[src/design/metl_pkg.sv]
// Shared types and constants for the muscle energy torque limiter.
// Holds the transaction structs, the configuration register map and field codes.
// No dependencies.
package metl_pkg;

    // Fixed field widths
    localparam int TORQUE_W       = 17;
    localparam int ENERGY_OUT_W   = 17;
    localparam int DEMAND_W       = 16;
    localparam int TORQUE_SCALE_W = 16;
    localparam int STEP_TIME_W    = 16;
    localparam int DAMAGE_W       = 16;
    localparam int TORQUE_SLOTS   = 4;

    // Configuration port
    localparam int CFG_INDEX_W = 3;
    localparam int CFG_DATA_W  = 16;

    localparam logic [CFG_INDEX_W-1:0] CFG_SCALE_LEFT_HIP   = 3'd0;
    localparam logic [CFG_INDEX_W-1:0] CFG_SCALE_RIGHT_HIP  = 3'd1;
    localparam logic [CFG_INDEX_W-1:0] CFG_SCALE_LEFT_KNEE  = 3'd2;
    localparam logic [CFG_INDEX_W-1:0] CFG_SCALE_RIGHT_KNEE = 3'd3;
    localparam logic [CFG_INDEX_W-1:0] CFG_STEP_TIME        = 3'd4;
    localparam logic [CFG_INDEX_W-1:0] CFG_CONTACT_KILLS    = 3'd5;

    localparam logic [TORQUE_SCALE_W-1:0] TORQUE_SCALE_RESET = 16'hFFFF;
    localparam logic [STEP_TIME_W-1:0]    STEP_TIME_RESET    = 16'd2185;
    localparam logic [DAMAGE_W-1:0]       DAMAGE_MAX         = 16'hFFFF;

    // Item kinds and contact parts
    localparam logic       KIND_ACTIVATION = 1'b0;
    localparam logic       KIND_CONTACT    = 1'b1;
    localparam logic [1:0] PART_LEFT_FOOT  = 2'd0;
    localparam logic [1:0] PART_RIGHT_FOOT = 2'd1;

    typedef struct packed {
        logic                       kind;
        logic [1:0]                 joint;
        logic signed [DEMAND_W-1:0] demand;
        logic [1:0]                 contact_part;
        logic                       contact_begin;
    } item_t;

    typedef struct packed {
        logic signed [TORQUE_W-1:0] torque;
        logic [ENERGY_OUT_W-1:0]    energy_after;
        logic                       alive;
        logic                       left_contact;
        logic                       right_contact;
        logic [DAMAGE_W-1:0]        damage_count;
    } result_t;

    typedef struct packed {
        logic [TORQUE_SLOTS-1:0][TORQUE_SCALE_W-1:0] joint_scale;
        logic [STEP_TIME_W-1:0]                      step_time;
        logic                                        contact_kills;
    } cfg_t;

endpackage

[src/design/muscle_energy_torque_limiter_core.sv]
// Top level of the muscle energy torque limiter: sequencer and fixed-point datapath.
// Depends on metl_pkg, metl_cfg_regs and metl_energy_mem.
//
//   channel   signals                                  direction  handshake
//   item      item_valid, item_stall, item             in         valid & !stall
//   result    result_valid, result_stall, result       out        valid & !stall
//   cfg       cfg_valid, cfg_ready, cfg_index, cfg_data in        valid & ready
//
// An activation transaction issues the memory read at its accepting edge, then steps
// through energy cap (S_READ), the two multiplies (S_MUL), rounding with the drain
// multiply (S_ROUND) and write-back (S_WB); the result register loads in write-back.
// A contact goes from idle straight to write-back. The sequencer returns to idle after
// each write-back and accepts no new transaction before it is back in idle.
// Reset fills all joints with full energy through per-entry written bits; no sweep.
// A stalled result holds in its register; the sequencer waits in write-back until
// that register is free, and the next transaction is accepted the cycle after.
module muscle_energy_torque_limiter_core #(
    parameter int JOINT_COUNT      = 4,
    parameter int ENERGY_FRAC_BITS = 16
) (
    input  logic                             clk,
    input  logic                             rst_n,
    input  logic                             item_valid,
    output logic                             item_stall,
    input  metl_pkg::item_t                  item,
    output logic                             result_valid,
    input  logic                             result_stall,
    output metl_pkg::result_t                result,
    input  logic                             cfg_valid,
    output logic                             cfg_ready,
    input  logic [metl_pkg::CFG_INDEX_W-1:0] cfg_index,
    input  logic [metl_pkg::CFG_DATA_W-1:0]  cfg_data
);
    import metl_pkg::*;

    localparam int EFB  = ENERGY_FRAC_BITS;
    localparam int EW   = EFB + 1;
    localparam int AW   = (JOINT_COUNT > 1) ? $clog2(JOINT_COUNT) : 1;
    localparam int MAGW = EFB + DEMAND_W;
    localparam int TPW  = EW + TORQUE_SCALE_W;
    localparam int SPW  = 2 * EW;
    localparam int DPW  = EW + STEP_TIME_W;
    localparam int GW   = EFB + STEP_TIME_W + 1;
    localparam int GNW  = EFB - 1;
    localparam int SW   = EW + 3;

    localparam logic [EW-1:0] ONE  = EW'(1) << EFB;
    localparam logic [EW-1:0] HALF = EW'(1) << (EFB - 1);

    // Sequencer states
    localparam logic [2:0] S_IDLE  = 3'd0;
    localparam logic [2:0] S_READ  = 3'd1;
    localparam logic [2:0] S_MUL   = 3'd2;
    localparam logic [2:0] S_ROUND = 3'd3;
    localparam logic [2:0] S_WB    = 3'd4;

    cfg_t cfg;

    logic [2:0] state_reg;
    logic [2:0] state_next;

    item_t   item_reg;
    logic    joint_ok_reg;
    result_t result_reg;
    logic    result_valid_reg;
    logic    result_valid_next;

    logic                alive_reg, alive_next;
    logic                left_reg, left_next;
    logic                right_reg, right_next;
    logic [DAMAGE_W-1:0] damage_reg, damage_next;

    logic [EW-1:0]      energy_reg;
    logic [EW-1:0]      m_reg;
    logic               neg_reg;
    logic [TPW-1:0]     tq_prod_reg;
    logic [SPW-1:0]     sq_prod_reg;
    logic [GNW-1:0]     gain_reg;
    logic [15:0]        tq_reg;
    logic [DPW-1:0]     drain_prod_reg;

    logic               joint_ok_in;
    logic               rd_en;
    logic [EW-1:0]      rd_data;
    logic               rd_written;
    logic               wr_en;
    logic               wb_go;
    logic               do_act;

    logic               neg;
    logic [15:0]        mag;
    logic [MAGW-1:0]    mag_wide;
    logic [EW-1:0]      m_raw;
    logic [EW-1:0]      cur_energy;
    logic [EW-1:0]      m_sel;
    logic [GW-1:0]      gain_sum;
    logic [TPW:0]       tq_sum;
    logic [17:0]        tq_round;
    logic [SPW:0]       sq_sum;
    logic [EW-1:0]      sq;
    logic [DPW:0]       drain_sum;
    logic [EW:0]        drain;
    logic signed [SW-1:0] e_val;
    logic [EW-1:0]      e_new;
    logic [TORQUE_W-1:0] tq_ext;

    metl_cfg_regs u_cfg (
        .clk       (clk),
        .rst_n     (rst_n),
        .cfg_valid (cfg_valid),
        .cfg_ready (cfg_ready),
        .cfg_index (cfg_index),
        .cfg_data  (cfg_data),
        .cfg       (cfg)
    );

    metl_energy_mem #(
        .DEPTH (JOINT_COUNT),
        .WIDTH (EW),
        .AW    (AW)
    ) u_mem (
        .clk        (clk),
        .rst_n      (rst_n),
        .rd_en      (rd_en),
        .rd_addr    (AW'(item.joint)),
        .rd_data    (rd_data),
        .rd_written (rd_written),
        .wr_en      (wr_en),
        .wr_addr    (AW'(item_reg.joint)),
        .wr_data    (e_new)
    );

    // Handshake
    assign item_stall   = (state_reg != S_IDLE);
    assign result_valid = result_valid_reg;
    assign result       = result_reg;

    assign joint_ok_in = (int'(item.joint) < JOINT_COUNT);
    assign rd_en       = (state_reg == S_IDLE) && item_valid
                         && (item.kind == KIND_ACTIVATION) && joint_ok_in;
    assign wb_go       = (state_reg == S_WB) && (!result_valid_reg || !result_stall);
    assign do_act      = (item_reg.kind == KIND_ACTIVATION) && joint_ok_reg;
    assign wr_en       = wb_go && do_act;

    // Demand magnitude and energy cap; zero when the body is not alive
    always_comb
    begin
        neg        = item_reg.demand[DEMAND_W-1];
        mag        = neg ? 16'(17'h10000 - {1'b0, item_reg.demand})
                         : 16'($unsigned(item_reg.demand));
        mag_wide   = MAGW'(mag) << EFB;
        m_raw      = EW'(mag_wide >> 15);
        cur_energy = rd_written ? rd_data : ONE;
        if (!alive_reg)
        begin
            m_sel = '0;
        end
        else if (m_raw > cur_energy)
        begin
            m_sel = cur_energy;
        end
        else
        begin
            m_sel = m_raw;
        end
    end

    // Recovery per step, rounded half up
    assign gain_sum = (GW'(cfg.step_time) << EFB) + GW'(32'h20000);

    // Torque rounding and square rounding
    always_comb
    begin
        tq_sum   = {1'b0, tq_prod_reg} + (TPW + 1)'(HALF);
        tq_round = tq_sum[EFB+17:EFB];
        sq_sum   = {1'b0, sq_prod_reg} + (SPW + 1)'(HALF);
        sq       = sq_sum[EFB+EW-1:EFB];
    end

    // Energy update with clamp to 0..ONE
    always_comb
    begin
        drain_sum = {1'b0, drain_prod_reg} + (DPW + 1)'(32'h8000);
        drain     = drain_sum[DPW:STEP_TIME_W];
        e_val     = $signed(SW'(energy_reg)) - $signed(SW'(drain))
                    + $signed(SW'(gain_reg));
        if (e_val < 0)
        begin
            e_new = '0;
        end
        else if (e_val > $signed(SW'(ONE)))
        begin
            e_new = ONE;
        end
        else
        begin
            e_new = EW'(e_val);
        end
        tq_ext = {1'b0, tq_reg};
    end

    // Body flags after a contact transaction
    always_comb
    begin
        alive_next  = alive_reg;
        left_next   = left_reg;
        right_next  = right_reg;
        damage_next = damage_reg;
        if (wb_go && (item_reg.kind == KIND_CONTACT))
        begin
            case (item_reg.contact_part)
                PART_LEFT_FOOT:  left_next  = item_reg.contact_begin;
                PART_RIGHT_FOOT: right_next = item_reg.contact_begin;
                default:
                begin
                    if (item_reg.contact_begin)
                    begin
                        if (damage_reg != DAMAGE_MAX)
                        begin
                            damage_next = damage_reg + 1'b1;
                        end
                        if (cfg.contact_kills)
                        begin
                            alive_next = 1'b0;
                        end
                    end
                end
            endcase
        end
    end

    // Sequencer
    always_comb
    begin
        state_next = state_reg;
        unique case (state_reg)
            S_IDLE:
            begin
                if (item_valid)
                begin
                    state_next = rd_en ? S_READ : S_WB;
                end
            end
            S_READ:  state_next = S_MUL;
            S_MUL:   state_next = S_ROUND;
            S_ROUND: state_next = S_WB;
            S_WB:
            begin
                if (wb_go)
                begin
                    state_next = S_IDLE;
                end
            end
            default: state_next = S_IDLE;
        endcase
    end

    // Result register occupancy
    always_comb
    begin
        if (wb_go)
        begin
            result_valid_next = 1'b1;
        end
        else if (!result_stall)
        begin
            result_valid_next = 1'b0;
        end
        else
        begin
            result_valid_next = result_valid_reg;
        end
    end

    always_ff @(posedge clk or negedge rst_n)
    begin
        if (!rst_n)
        begin
            state_reg        <= S_IDLE;
            result_valid_reg <= 1'b0;
            alive_reg        <= 1'b1;
            left_reg         <= 1'b0;
            right_reg        <= 1'b0;
            damage_reg       <= '0;
            joint_ok_reg     <= 1'b0;
        end
        else
        begin
            state_reg        <= state_next;
            result_valid_reg <= result_valid_next;
            alive_reg        <= alive_next;
            left_reg         <= left_next;
            right_reg        <= right_next;
            damage_reg       <= damage_next;
            if ((state_reg == S_IDLE) && item_valid)
            begin
                joint_ok_reg <= joint_ok_in;
            end
        end
    end

    // Datapath stages
    always_ff @(posedge clk)
    begin
        if ((state_reg == S_IDLE) && item_valid)
        begin
            item_reg <= item;
        end
        if (state_reg == S_READ)
        begin
            energy_reg <= cur_energy;
            m_reg      <= m_sel;
            neg_reg    <= neg;
        end
        if (state_reg == S_MUL)
        begin
            tq_prod_reg <= TPW'(m_reg) * TPW'(cfg.joint_scale[item_reg.joint]);
            sq_prod_reg <= SPW'(m_reg) * SPW'(m_reg);
            gain_reg    <= gain_sum[GW-1:18];
        end
        if (state_reg == S_ROUND)
        begin
            tq_reg         <= (|tq_round[17:16]) ? 16'hFFFF : tq_round[15:0];
            drain_prod_reg <= DPW'(sq) * DPW'(cfg.step_time);
        end
        if (wb_go)
        begin
            if (do_act)
            begin
                result_reg.torque       <= neg_reg ? $signed(-tq_ext) : $signed(tq_ext);
                result_reg.energy_after <= ENERGY_OUT_W'(e_new);
            end
            else
            begin
                result_reg.torque       <= '0;
                result_reg.energy_after <= '0;
            end
            result_reg.alive         <= alive_next;
            result_reg.left_contact  <= left_next;
            result_reg.right_contact <= right_next;
            result_reg.damage_count  <= damage_next;
        end
    end

endmodule

[src/design/metl_cfg_regs.sv]
// Configuration register file for the torque limiter.
// Decodes index/data writes into the cfg_t bundle; depends on metl_pkg.
module metl_cfg_regs (
    input  logic                             clk,
    input  logic                             rst_n,
    input  logic                             cfg_valid,
    output logic                             cfg_ready,
    input  logic [metl_pkg::CFG_INDEX_W-1:0] cfg_index,
    input  logic [metl_pkg::CFG_DATA_W-1:0]  cfg_data,
    output metl_pkg::cfg_t                   cfg
);
    import metl_pkg::*;

    cfg_t cfg_reg;
    cfg_t cfg_next;

    // Always take writes
    assign cfg_ready = 1'b1;
    assign cfg     = cfg_reg;

    // Decode the register index, drop indexes beyond the map
    always_comb
    begin
        cfg_next = cfg_reg;
        if (cfg_valid)
        begin
            unique case (cfg_index)
                CFG_SCALE_LEFT_HIP:   cfg_next.joint_scale[0] = cfg_data;
                CFG_SCALE_RIGHT_HIP:  cfg_next.joint_scale[1] = cfg_data;
                CFG_SCALE_LEFT_KNEE:  cfg_next.joint_scale[2] = cfg_data;
                CFG_SCALE_RIGHT_KNEE: cfg_next.joint_scale[3] = cfg_data;
                CFG_STEP_TIME:        cfg_next.step_time      = cfg_data;
                CFG_CONTACT_KILLS:    cfg_next.contact_kills  = cfg_data[0];
                default:              cfg_next = cfg_reg;
            endcase
        end
    end

    always_ff @(posedge clk or negedge rst_n)
    begin
        if (!rst_n)
        begin
            cfg_reg.joint_scale   <= {TORQUE_SLOTS{TORQUE_SCALE_RESET}};
            cfg_reg.step_time     <= STEP_TIME_RESET;
            cfg_reg.contact_kills <= 1'b0;
        end
        else
        begin
            cfg_reg <= cfg_next;
        end
    end

endmodule

[src/design/metl_energy_mem.sv]
// Joint energy store: one-read one-write synchronous memory with registered read data.
// Per-entry written bits mark entries written since reset, the rest count as reset; depends on metl_pkg.
module metl_energy_mem #(
    parameter int DEPTH = 4,
    parameter int WIDTH = 17,
    parameter int AW    = (DEPTH > 1) ? $clog2(DEPTH) : 1
) (
    input  logic             clk,
    input  logic             rst_n,
    input  logic             rd_en,
    input  logic [AW-1:0]    rd_addr,
    output logic [WIDTH-1:0] rd_data,
    output logic             rd_written,
    input  logic             wr_en,
    input  logic [AW-1:0]    wr_addr,
    input  logic [WIDTH-1:0] wr_data
);
    import metl_pkg::*;

    logic [WIDTH-1:0] mem [DEPTH];
    logic [DEPTH-1:0] written_reg;
    logic [WIDTH-1:0] rd_data_reg;
    logic             rd_written_reg;

    assign rd_data    = rd_data_reg;
    assign rd_written = rd_written_reg;

    // Write port and registered read data
    always_ff @(posedge clk)
    begin
        if (wr_en)
        begin
            mem[wr_addr] <= wr_data;
        end
        if (rd_en)
        begin
            rd_data_reg <= mem[rd_addr];
        end
    end

    // Track which entries have been written since reset
    always_ff @(posedge clk or negedge rst_n)
    begin
        if (!rst_n)
        begin
            written_reg    <= '0;
            rd_written_reg <= 1'b0;
        end
        else
        begin
            if (wr_en)
            begin
                written_reg[wr_addr] <= 1'b1;
            end
            if (rd_en)
            begin
                rd_written_reg <= written_reg[rd_addr];
            end
        end
    end

endmodule
[config.mk]
export PLATFORM = sky130hd
export DESIGN_NAME = muscle_energy_torque_limiter_core
export DESIGN_NICKNAME = d
export VERILOG_FILES = /design/src/design/metl_pkg.sv /design/src/design/muscle_energy_torque_limiter_core.sv /design/src/design/metl_cfg_regs.sv /design/src/design/metl_energy_mem.sv
export SDC_FILE = /design/constraint.sdc
export NUM_CORES = 2
export LEC_CHECK = 0
export BUFFER_PORTS_ARGS = -buffer_cell sky130_fd_sc_hd__buf_2
export CAP_MARGIN = 20
export CORE_ASPECT_RATIO = 0.7
export CORE_UTILIZATION = 55
export DETAILED_ROUTE_END_ITERATION = 8
export PLACE_DENSITY = 0.85
export SYNTH_ARGS = -nofsm -noshare
export SYNTH_HDL_FRONTEND = slang
export SYNTH_HIERARCHICAL = 1
export SYNTH_SLANG_ARGS = --single-unit
[constraint.sdc]
create_clock -name clk -period 7.15 [get_ports clk]
set_input_delay 0 -clock clk [delete_from_list [all_inputs] [get_ports clk]]
set_output_delay 0 -clock clk [all_outputs]
set_load 0.005 [all_outputs]
==> metrics.md <==
| Metric | Value |
|---|---|
| Max FFs per register | `81` |
| Type of the tightest min-delay check | `input pin to register` |
| Antenna viol nets, final | `0` |
| Initial core utilization | `0.558` |
| Synth Cell Area | `43100 um^2` |
| Avg Synthesized Cell Area | `10.5 um^2` |
| Reg2reg setup slack | `-0.35 ns` |
| Total global routing overflow | `0` |
| Unrepaired setup endpoints after global routing | `yes` |
| Gate count of the mapped netlist | `4122` |
| Kind of start point of the critical path | `register` |
| Arrival time at the worst endpoint | `7.80 ns` |
| Number of maximum-capacitance violations | `0` |
| Number of nets in the layout | `5364` |
| Total CTS buffers | `37` |
| Shortest period the worst path allows | `7.50 ns` |
| Worst-Margin Slew | `1.16 ns` |
| Clock tree skew after final layout | `0.0177 ns` |
| Final TNS setup | `-2.21 ns` |
| Element type at the critical path end | `register` |
| Root buf cell | `clkbuf_16` |
| Largest net degree at the start of global routing | `86` |
| Initial DRC Count | `4114` |
| Most prevalent standard cell on the critical path | `fa_1` |
| Share of flip-flops with an asynchronous set or reset | `0.282` |
| Post-synthesis cell type count | `94` |
| Critical register-to-register path endpoint | `tq_prod_reg[26]$_DFFE_PP_` |
| Count of vias placed by the detailed router | `32577` |
| Final hold violation count | `0` |
| Number of buffer and inverter stages on the critical path | `7` |
| Count of flip-flops with a built-in enable after synthesis | `280` |
| Wire length reported by the detailed router | `123000 um` |
| Floorplan core area | `77200 um^2` |
| Cell count along the critical path | `25` |
| Number of setup violations in the final report | `12` |
| # rows | `85` |
| Category of the critical setup timing path | `register to register` |
| Routed wire per std cell | `22.7 um` |
| Quantity of I/O buffers inserted on ports | `100` |
| Violated checks | `negative setup slack` |
| Headroom to the max-slew limit | `0.225` |
| Post-synth top flop | `edfxtp_1` |
| First-pass GRT wire length | `179000 um` |
| DP Wirelength | `83700 um` |
| Launching element of the worst setup path | `item_reg[19]$_DFFE_PP_` |
| Result of the run | `finished, violations left` |
| Via count of the first global-routing pass | `33017` |
| Family with the most delay on the worst path | `adder cells` |
| Data required time of the critical path | `7.44 ns` |
| Post-synthesis cell type with the largest combined area | `fa_1` |
| FF+latch count, synth | `390` |
| Number of top-level pins | `102` |
| Final setup slack of the worst path | `-0.352 ns` |
| DRC errors left | `0` |
| Area of the die | `79500 um^2` |
| Share of Yosys cell area claimed by the top area cell type | `0.281` |
| DR pass1 iterations | `9` |
| Share of cells above drive strength 1 | `0.155` |
| Total track usage | `0.290` |
| Placer congestion estimate | `0.969` |
| Vert. Die Dim | `236 um` |
| Net Count, Synth | `5139` |
| Buffer levels on the longest clock path | `3` |
| Leading post-synthesis cells by cell area | `fa_1 (28%), edfxtp_1 (19%), ha_1 (11%)` |
| Crit-path max FO | `10` |
| Highest cell delay on the worst timing path | `0.83 ns` |
| Max stage delay cell, worst path | `fa_1` |
| Number of antenna violations at the first check in global routing | `10` |
| Slew Limit Fails | `0` |
| CTS tree | `built` |
| Cells on worst reg2reg path | `25` |
| Max Clock Freq | `133 MHz` |
| Warning count from the yosys run | `6` |
| Capture point of the critical path | `tq_prod_reg[26]$_DFFE_PP_` |
| Sequential area share after synthesis | `0.261` |
| Via/cell ratio | `6.00` |
| Source of the worst register-to-register timing path | `item_reg[19]$_DFFE_PP_` |
| Layout area overhead | `12.1%` |
| Width of the die | `337 um` |
| Number of H-tree levels | `2` |
| Worst skew pair latency | `0.57 ns` |
| Sinks on the clock net | `390` |
| Ratio of final minimum period to clock period | `1.05` |
| Clock-pin transition on the worst setup and hold timing paths | `0.07 ns` |
==> cell usage in the layout, fill, tap and decap left out, types with 10 or more instances in the layout <==
cell type	Yosys	routed
or3_1	11	10
ha_1	365	348
xnor2_1	100	97
buf_12	1	16
and2_1	304	293
fa_1	606	593
fa_2	0	13
dfrtp_1	41	41
xor2_1	80	79
clkbuf_16	0	42
dfstp_2	69	69
or2_2	12	12
mux2_2	85	85
nor3_1	28	26
buf_4	2	166
buf_6	8	10
dlygate4sd3_1	0	45
nand2b_1	17	17
nand2_1	512	507
a21oi_1	74	67
and3_1	23	22
inv_2	0	12
and2_4	0	11
nor2b_1	15	15
inv_1	816	803
nor2_1	108	102
o21a_1	25	25
mux4_2	25	25
o21ai_0	60	56
nand3_1	47	43
nand4_1	27	27
buf_2	8	99
a211oi_1	24	20
ha_4	0	15
edfxtp_1	280	280
a21o_1	33	33
mux2i_1	21	21
==> worst min-delay path by stage <==
stage | startpoint | to | slack [ns] | cells after the start
detailed placement | rst_n | damage_reg[7]$_DFF_PN0_ | -0.07 | 1
floorplan | rst_n | damage_reg[0]$_DFF_PN0_ | -0.30 | 0
finish | item[19] | item_reg[19]$_DFFE_PP_ | 0.04 | 1
global route | item[19] | item_reg[19]$_DFFE_PP_ | 0.05 | 1
global placement | rst_n | damage_reg[7]$_DFF_PN0_ | -0.06 | 1
CTS | item[19] | item_reg[19]$_DFFE_PP_ | 0.02 | 1
==> final cells by class <==
type                    instances  area (um^2)
multi-input cells            2759        28700
diodes                          9         22.5
flip-flops and latches        390        11200
clock buffers                  49         1080
repair buffers                343         2750
well taps                    1044         1310
clock inverters                18          161
inverters                     816         3070
fillers                      5479        28900
==> per-stage QoR <==
stage | cells | utilization | setup WS, ns | hold WS [ns] | instance area (um^2)
floorplan | 4122 | - | -0.0281 | -0.296 | 43100
detailed placement | 5237 | 0.587 | -0.104 | -0.0652 | 45300
global route | 5419 | 0.626 | -0.382 | 0.0509 | 48300
CTS | 5355 | 0.610 | -0.0303 | 0.0203 | 47100
global placement | 5237 | 0.587 | 0.0943 | -0.0594 | 45300
finish | 5428 | 0.626 | -0.352 | 0.0359 | 48300
==> kinds of logic after synthesis <==
family,Yosys count,share of synthesized area
buffers and inverters,974,0.0872
AOI/OAI and AO/OA,316,0.0511
other,1,0.0000870
and+or+nand+nor,1150,0.132
muxes,140,0.0454
adders and majority gates,971,0.387
xor gates and xnor gates,180,0.0366
DFF,390,0.261
==> layer usage <==
| metal | wire length [um] | vias up | global-route usage |
|---|---|---|---|
| met4 | 6000 | 12 | 0.0901 |
| met3 | 17900 | 582 | 0.109 |
| met5 | 88 | - | 0 |
| met2 | 54900 | 2362 | 0.446 |
| met1 | 44400 | 16078 | 0.380 |
| li1 | - | 13543 | - |
==> cells in the mapped netlist, types with 23 or more instances <==
library cell	count
inv_1	816
fa_1	606
nand2_1	512
ha_1	365
and2_1	304
edfxtp_1	280
clkbuf_1	130
nor2_1	108
xnor2_1	100
mux2_2	85
xor2_1	80
a21oi_1	74
dfstp_2	69
o21ai_0	60
nand3_1	47
dfrtp_1	41
a21o_1	33
nor3_1	28
nand4_1	27
mux4_2	25
o21a_1	25
a211oi_1	24
and3_1	23
==> what timing repair did <==
action	CTS	global route
endpoints found under the setup margin	8	29
endpoints found under the hold margin	131	0
hold buffers	46	0
pin swaps	1	80
gates cloned	0	2
gates resized for setup	5	124
buffers inserted	5	58
Power is not shown: default switching activity piles up to over one toggle a cycle in this logic, so the estimate is an artifact.
